## src/rtl/dpbp_pkg.sv

```systemverilog
// shared types and constants for the depth pixel back-projection block
`timescale 1ns / 1ps

package dpbp_pkg;

  // coordinate width default, handed to the top level parameter
  localparam int COORD_BITS_DEF = 12;

  // fixed field widths
  localparam int CAMERA_W   = 4;
  localparam int DEPTH_W    = 16;
  localparam int COLOR_W    = 8;
  localparam int INV_W      = 24;
  localparam int CENTER_W   = 16;
  localparam int POINT_W    = 32;
  localparam int CFG_DATA_W = 24;
  localparam int FRAC_SHIFT = 24;

  // register stages through one axis unit, input to result
  localparam int AXIS_LAT = 5;

  // configuration register indexes
  typedef enum logic [1:0] {
    REG_INV_FOCAL_X = 2'd0,
    REG_INV_FOCAL_Y = 2'd1,
    REG_CENTER_X    = 2'd2,
    REG_CENTER_Y    = 2'd3
  } reg_idx_t;

  // configuration reset values
  localparam logic [INV_W-1:0]    INV_FOCAL_X_RST = 24'd33554;
  localparam logic [INV_W-1:0]    INV_FOCAL_Y_RST = 24'd33554;
  localparam logic [CENTER_W-1:0] CENTER_X_RST    = 16'd5120;
  localparam logic [CENTER_W-1:0] CENTER_Y_RST    = 16'd3840;

  // fields that ride alongside the axis units
  typedef struct packed {
    logic [CAMERA_W-1:0] camera;
    logic [DEPTH_W-1:0]  depth;
    logic                depth_nz;
    logic [COLOR_W-1:0]  red;
    logic [COLOR_W-1:0]  green;
    logic [COLOR_W-1:0]  blue;
  } side_t;

endpackage

```

## src/rtl/dpbp_axis.sv

```systemverilog
// one axis of the projection: ((coord << 4) - center) * depth * inv >> 24, saturated
`timescale 1ns / 1ps

module dpbp_axis #(
  parameter int COORD_BITS = dpbp_pkg::COORD_BITS_DEF
) (
  input  logic                                clk,
  input  logic [COORD_BITS-1:0]               coord,
  input  logic [dpbp_pkg::CENTER_W-1:0]       center,
  input  logic [dpbp_pkg::DEPTH_W-1:0]        depth,
  input  logic [dpbp_pkg::INV_W-1:0]          inv,
  output logic signed [dpbp_pkg::POINT_W-1:0] point
);
  import dpbp_pkg::*;

  localparam int C4_W  = COORD_BITS + 4;
  localparam int MAG_W = (C4_W > CENTER_W) ? C4_W : CENTER_W;
  localparam int P1_W  = MAG_W + DEPTH_W;
  localparam int P2_W  = P1_W + INV_W;
  localparam int SUM_W = P2_W + 1;
  localparam int QM_W  = SUM_W - FRAC_SHIFT;

  localparam logic [QM_W-1:0] POS_LIM = QM_W'({1'b0, {(POINT_W-1){1'b1}}});
  localparam logic [QM_W-1:0] NEG_LIM = QM_W'({1'b1, {(POINT_W-1){1'b0}}});
  localparam logic [SUM_W-1:0] ROUND_ADD = SUM_W'({FRAC_SHIFT{1'b1}});

  // stage 1: signed offset split into sign and magnitude
  logic [MAG_W:0]         c4_w, ctr_w, d_pos, d_neg;
  logic                   neg1_nxt;
  logic [MAG_W-1:0]       mag_nxt;
  logic [MAG_W-1:0]       mag_r;
  logic [DEPTH_W-1:0]     depth1_r;
  logic                   neg1_r;

  assign c4_w     = (MAG_W+1)'({coord, 4'b0000});
  assign ctr_w    = (MAG_W+1)'(center);
  assign d_pos    = c4_w - ctr_w;
  assign d_neg    = ctr_w - c4_w;
  assign neg1_nxt = d_pos[MAG_W];
  assign mag_nxt  = neg1_nxt ? d_neg[MAG_W-1:0] : d_pos[MAG_W-1:0];

  always_ff @(posedge clk) begin
    mag_r    <= mag_nxt;
    depth1_r <= depth;
    neg1_r   <= neg1_nxt;
  end

  // stage 2: magnitude times depth
  logic [P1_W-1:0] p1_nxt, p1_r;
  logic            neg2_r;

  assign p1_nxt = P1_W'(mag_r) * P1_W'(depth1_r);

  always_ff @(posedge clk) begin
    p1_r   <= p1_nxt;
    neg2_r <= neg1_r;
  end

  // stage 3: times the reciprocal focal length
  logic [P2_W-1:0] p2_nxt, p2_r;
  logic            neg3_r;

  assign p2_nxt = P2_W'(p1_r) * P2_W'(inv);

  always_ff @(posedge clk) begin
    p2_r   <= p2_nxt;
    neg3_r <= neg2_r;
  end

  // stage 4: drop the fraction, rounding the magnitude up for negatives (floor)
  logic [SUM_W-1:0] sum_w;
  logic [QM_W-1:0]  qm_r;
  logic             neg4_r;

  assign sum_w = SUM_W'(p2_r) + (neg3_r ? ROUND_ADD : '0);

  always_ff @(posedge clk) begin
    qm_r   <= sum_w[SUM_W-1:FRAC_SHIFT];
    neg4_r <= neg3_r;
  end

  // stage 5: restore sign and clamp to 32 bits
  logic [POINT_W-1:0] point_nxt, point_r;

  always_comb begin
    if (neg4_r) begin
      if (qm_r > NEG_LIM) begin
        point_nxt = {1'b1, {(POINT_W-1){1'b0}}};
      end else begin
        point_nxt = ~qm_r[POINT_W-1:0] + POINT_W'(1);
      end
    end else begin
      if (qm_r > POS_LIM) begin
        point_nxt = {1'b0, {(POINT_W-1){1'b1}}};
      end else begin
        point_nxt = qm_r[POINT_W-1:0];
      end
    end
  end

  always_ff @(posedge clk) begin
    point_r <= point_nxt;
  end

  assign point = signed'(point_r);

endmodule

```

## config.mk

```make
export PLATFORM = sky130hd
export DESIGN_NAME = dpbp_axis
export DESIGN_NICKNAME = d
export VERILOG_FILES = /design/src/rtl/dpbp_pkg.sv /design/src/rtl/dpbp_axis.sv
export SDC_FILE = /design/constraint.sdc
export NUM_CORES = 2
export LEC_CHECK = 0
export ABC_AREA = 1
export BUFFER_PORTS_ARGS = -buffer_cell sky130_fd_sc_hd__buf_4
export CAP_MARGIN = 20
export CORE_MARGIN = 2
export CORE_UTILIZATION = 45
export CTS_BUF_LIST = sky130_fd_sc_hd__clkbuf_8 sky130_fd_sc_hd__clkbuf_16
export CTS_CLUSTER_DIAMETER = 200
export DETAILED_ROUTE_END_ITERATION = 10
export PLACE_DENSITY_LB_ADDON = 0.05
export SLEW_MARGIN = 20
export SYNTH_ARGS = -nofsm -noshare
export SYNTH_HDL_FRONTEND = slang
export SYNTH_SLANG_ARGS = --single-unit
```

## constraint.sdc

```tcl
create_clock -name clk -period 10.6 [get_ports clk]
set_clock_uncertainty 0.05 [all_clocks]
set_input_delay 3.18 -clock clk [delete_from_list [all_inputs] [get_ports clk]]
set_output_delay 3.18 -clock clk [all_outputs]
set_load 0.05 [all_outputs]
```

After elaboration in Yosys (flattened, before gate mapping)
Cells that the tools add are included.
{"block": "word_totals", "input_bits": 69, "register_bits": 189}
{"block": "classes", "addsub": 4, "n_lt_le_gt_ge": 2, "bitwise_logic": 1, "mux": 5, "mul": 2}
{"operator": "two-way mux 32 bit", "count": 3}
{"operator": "adder 56 x 24 -> 57 bit", "count": 1}
{"operator": "multiplier 32 x 24 -> 56 bit", "count": 1}
{"operator": "> comparator 33 x 31 -> 1 bit, second input constant", "count": 1}
{"operator": "> comparator 33 x 32 -> 1 bit, second input constant", "count": 1}
{"operator": "adder 32 x 1 -> 32 bit, second input constant", "count": 1}
{"operator": "multiplier 16 x 16 -> 32 bit", "count": 1}
{"operator": "inverter 32 bit", "count": 1}
{"operator": "two-way mux 24 bit", "count": 1}
{"operator": "subtractor 16 x 16 -> 17 bit", "count": 1}
{"operator": "two-way mux 16 bit", "count": 1}
{"operator": "subtractor 16 bit", "count": 1}

Longest topological paths before layout
{"block": "logic_depth", "ltp_word": 4, "mapped_depth": 29, "mapped_depth_nobuf": 28}

Worst setup path before layout
Ideal clock, no wire load.
{"block": "synth_timing", "kind": "input-to-reg", "startpoint": "input port inv[9] (netlist bit)", "endpoint": "register p2_r[39]", "cell_stages": 24, "setup_time_ns": 0.112, "required_ns": 10.438, "arrival_ns": 8.392, "path_slack_ns": 2.045, "cell_sequence": "clkbuf_1 -> nand2_1 -> fa_1 -> fa_1 -> inv_1 -> fa_1 -> inv_1 -> fa_1 -> inv_1 -> fa_1 -> fa_1 -> inv_1 -> fa_1 -> inv_1 -> ha_1 -> nand2_1 -> nor2_1 -> inv_1 -> nor2_2 -> nand3b_1 -> nand3_1 -> nand3_1 -> nand3_1 -> nand2_1"}
{"block": "synth_between", "elab_chain_cells": 1}
{"item": "start, declared", "line": "dpbp_axis.sv:11", "rtl": "input logic [dpbp_pkg::INV_W-1:0] inv,"}
{"item": "multiplier 32 x 24 -> 56 bit", "line": "dpbp_axis.sv:63", "rtl": "assign p2_nxt = P2_W'(p1_r) * P2_W'(inv);"}
{"item": "via p2_nxt[39]", "line": "dpbp_axis.sv:60", "rtl": "logic [P2_W-1:0] p2_nxt, p2_r;"}
{"item": "end signal, assigned", "line": "dpbp_axis.sv:66", "rtl": "p2_r <= p2_nxt;"}
{"item": "end, declared", "line": "dpbp_axis.sv:60"}
The timed path passes the listed nets, and every way through them passes these cells.

Final worst setup path
{"block": "layout_timing", "startpoint": "input port inv[3] (netlist bit)", "endpoint": "register p2_r[27]"}
The elaborated chain is that of the path after synthesis.

==> metrics.txt <==
CP max stage delay 0.57 ns; PortBufs 100; hpwl dp between 100 and 150 mm; Initial Util 0.454; critical path launch point type input port; crit share post-route 0.853; Worst Path Arrival roughly 9.4 ns; Crit Path Max Fanout 32; crit-path cells buf_4 -> nand2_1 -> fa_1 -> inv_1 -> fa_1 -> inv_1 -> fa_1 -> fa_1 -> inv_1 -> fa_1 -> fa_1 -> inv_1 -> fa_1 -> inv_1 -> ha_1 -> nand2_1 -> nor2_1 -> nand2_1 -> inv_1 -> nand3_1 -> nand3_1 -> xor2_1; most used routing layer met2; global route overflow 0; remaining routing DRC violations 0; max cap viols 0; status finished clean; vias in the first global route 38700; GRT Util Overall 0.270; syn nets ~7600; R2R depth 21; min Tclk post-route 9.04 ns; chip width 321 um; die area 0.103 mm^2; first-pass GRT wire length 216 mm; area of the mapped netlist between 0.04 and 0.05 mm^2; Avg WL per Cell 17.4 um; Synth Instances 6388; synthesized flop and latch total 189; HP Class reg -> reg; Max Slew Vio Count 0; Clk Latency, worst-skew pair slightly above 0.5 ns; hold path cells 0; Setup TNS Final 0 ns; largest net degree at the start of global routing 35; cts hold-fix bufs 0; Final Routed Wirelength 133 mm; Sequential Area 0.00379 mm^2; CTS tree built; Reg clk slew, reported paths 0.08 ns; fraction of final layout cells sized beyond drive strength 1 0.0333; grt met3 use 0.0331; # IOs 101; Slew headroom 0.347; ANT cells 0; Final nets 7581; Multi-input gate area 0.0337 mm^2; initial antenna violation count 0; RSZ-0062 raised after global routing false; f_max 111 MHz; DRT Pass-1 Iters 5; H-tree depth 4; DR vias ~37000; CTS Root Cell clkbuf_16; Crit-path slowest cell fa_1; area growth from synthesis to final layout 5.16%; drt initial violations 2390; endpoints failing hold 0; met2 usage in global routing 0.446; Slew @ Worst Pin 0.978 ns; Finished Core Util 0.477; Fillers 10400; # rows roughly 120; sequential share of the synthesized area 0.0834; Mean Syn Cell Area a little over 7 um^2; vias per std cell around 4.9; met1 Resource Use GR 0.380; DRT antenna net count 0; Setup-failing EPs final 0; Post-CTS Setup Repair Bufs 0; CTS Buf Count 17; synth warn 0; core area 0.100 mm^2; most frequent CP cell fa_1; CTS resizes 0; clock buffer depth 2; placer congestion estimate 0.935; Req. time, crit path 10.93 ns; CP Capture Type register; Die Span Y 321 um; synth unique cells 44; clk sinks approximately 190; crit path kind in -> reg
per-layer routing:
| layer | part of all wire | vias up |
|---|---|---|
| li1 | - | 17900 |
| met2 | 0.47 | 806 |
| met4 | 0.020 | 0 |
| met5 | 0 | - |
| met3 | 0.048 | 115 |
| met1 | 0.46 | 18400 |
through the flow:
stage,worst slack (ns),cells,hold WS (ns),area (um^2)
CTS,1.56,7635,0.291,47700
global placement,1.02,7604,0.265,47100
global route,1.22,7635,0.313,47700
finish,1.56,7635,0.285,47700
floorplan,2.05,6388,0.260,45400
detailed placement,1.02,7604,0.268,47100
path summary, 6_finish.rpt:
check                start  endpoint  slack (ns)
hold / removal      neg2_r    neg3_r        0.29
setup reg to reg  p1_r[12]  p2_r[39]        3.75
hold reg to reg     neg2_r    neg3_r        0.29
setup / recovery    inv[3]  p2_r[27]        1.56
cell usage after synthesis (all sizes together):
master	number	share of area
xor2	77	0.015
or2	6	0.00083
xnor2	16	0.0031
o21bai	14	0.0023
nand3	201	0.023
fa	853	0.38
clkbuf	206	0.017
a21oi	108	0.012
and2	6	0.00083
o211ai	1	0.00017
o21ai	59	0.0066
nor2	273	0.023
ha	334	0.092
nand2	2038	0.17
nand3b	12	0.0020
nor4	4	0.00055
nor3	38	0.0049
a21o	6	0.00099
and3	2	0.00028
nor3b	1	0.00017
dfxtp	189	0.083
nand4	53	0.0076
buf	13	0.0023
o21a	2	0.00033
inv	1870	0.15
a21boi	5	0.00083
clkinv	1	0.000083
kinds of logic (layout without fill, tap and decap cells):
group           Yosys count  after routing  share of synthesized area
xor+xnor                 93             93                     0.0180
simple gates           2634           2634                      0.232
fa+ha+maj              1187           1187                      0.469
buf+inv                2090           2039                      0.174
flops                   189            189                     0.0834
compound gates          195            195                     0.0235
state kept, by name, summed over array words and instances, names as in the netlist:
| signal | count |
|---|---|
| p2_r | 56 |
| qm_r | 33 |
| p1_r | 32 |
| point | 32 |
| depth1_r | 16 |
| mag_r | 16 |
| neg1_r | 1 |
| neg2_r | 1 |
| neg3_r | 1 |
| neg4_r | 1 |
cells in the final DEF (no fill, tap or decap), drive strengths merged, types with 16 or more instances in the layout:
master  count
nand4      53
xnor2      16
xor2       77
fa        853
buf       137
nand2    2038
dfxtp     189
o21ai      59
nor3       38
nand3     201
nor2      273
clkbuf     17
a21oi     108
inv      1881
ha        334
critical path, delay by kind of cell:
kind / cells / cell delay [ns]
XOR/XNOR: 1 / 0.36
adder cells (fa/ha/maj): 8 / 3.93
AND/OR/NAND/NOR: 6 / 1.07
buffers and inverters: 7 / 0.74
cell type report:
class	count	share of cell area
tap	1298	0.0340
clock buffer	17	0.00892
clock inverter	14	0.00302
inverter	1871	0.147
multi-input combinational	4109	0.706
sequential	189	0.0794
timing repair buffer	137	0.0216
Power is not shown: default switching activity piles up to over one toggle a cycle in this logic, so the estimate is an artifact.
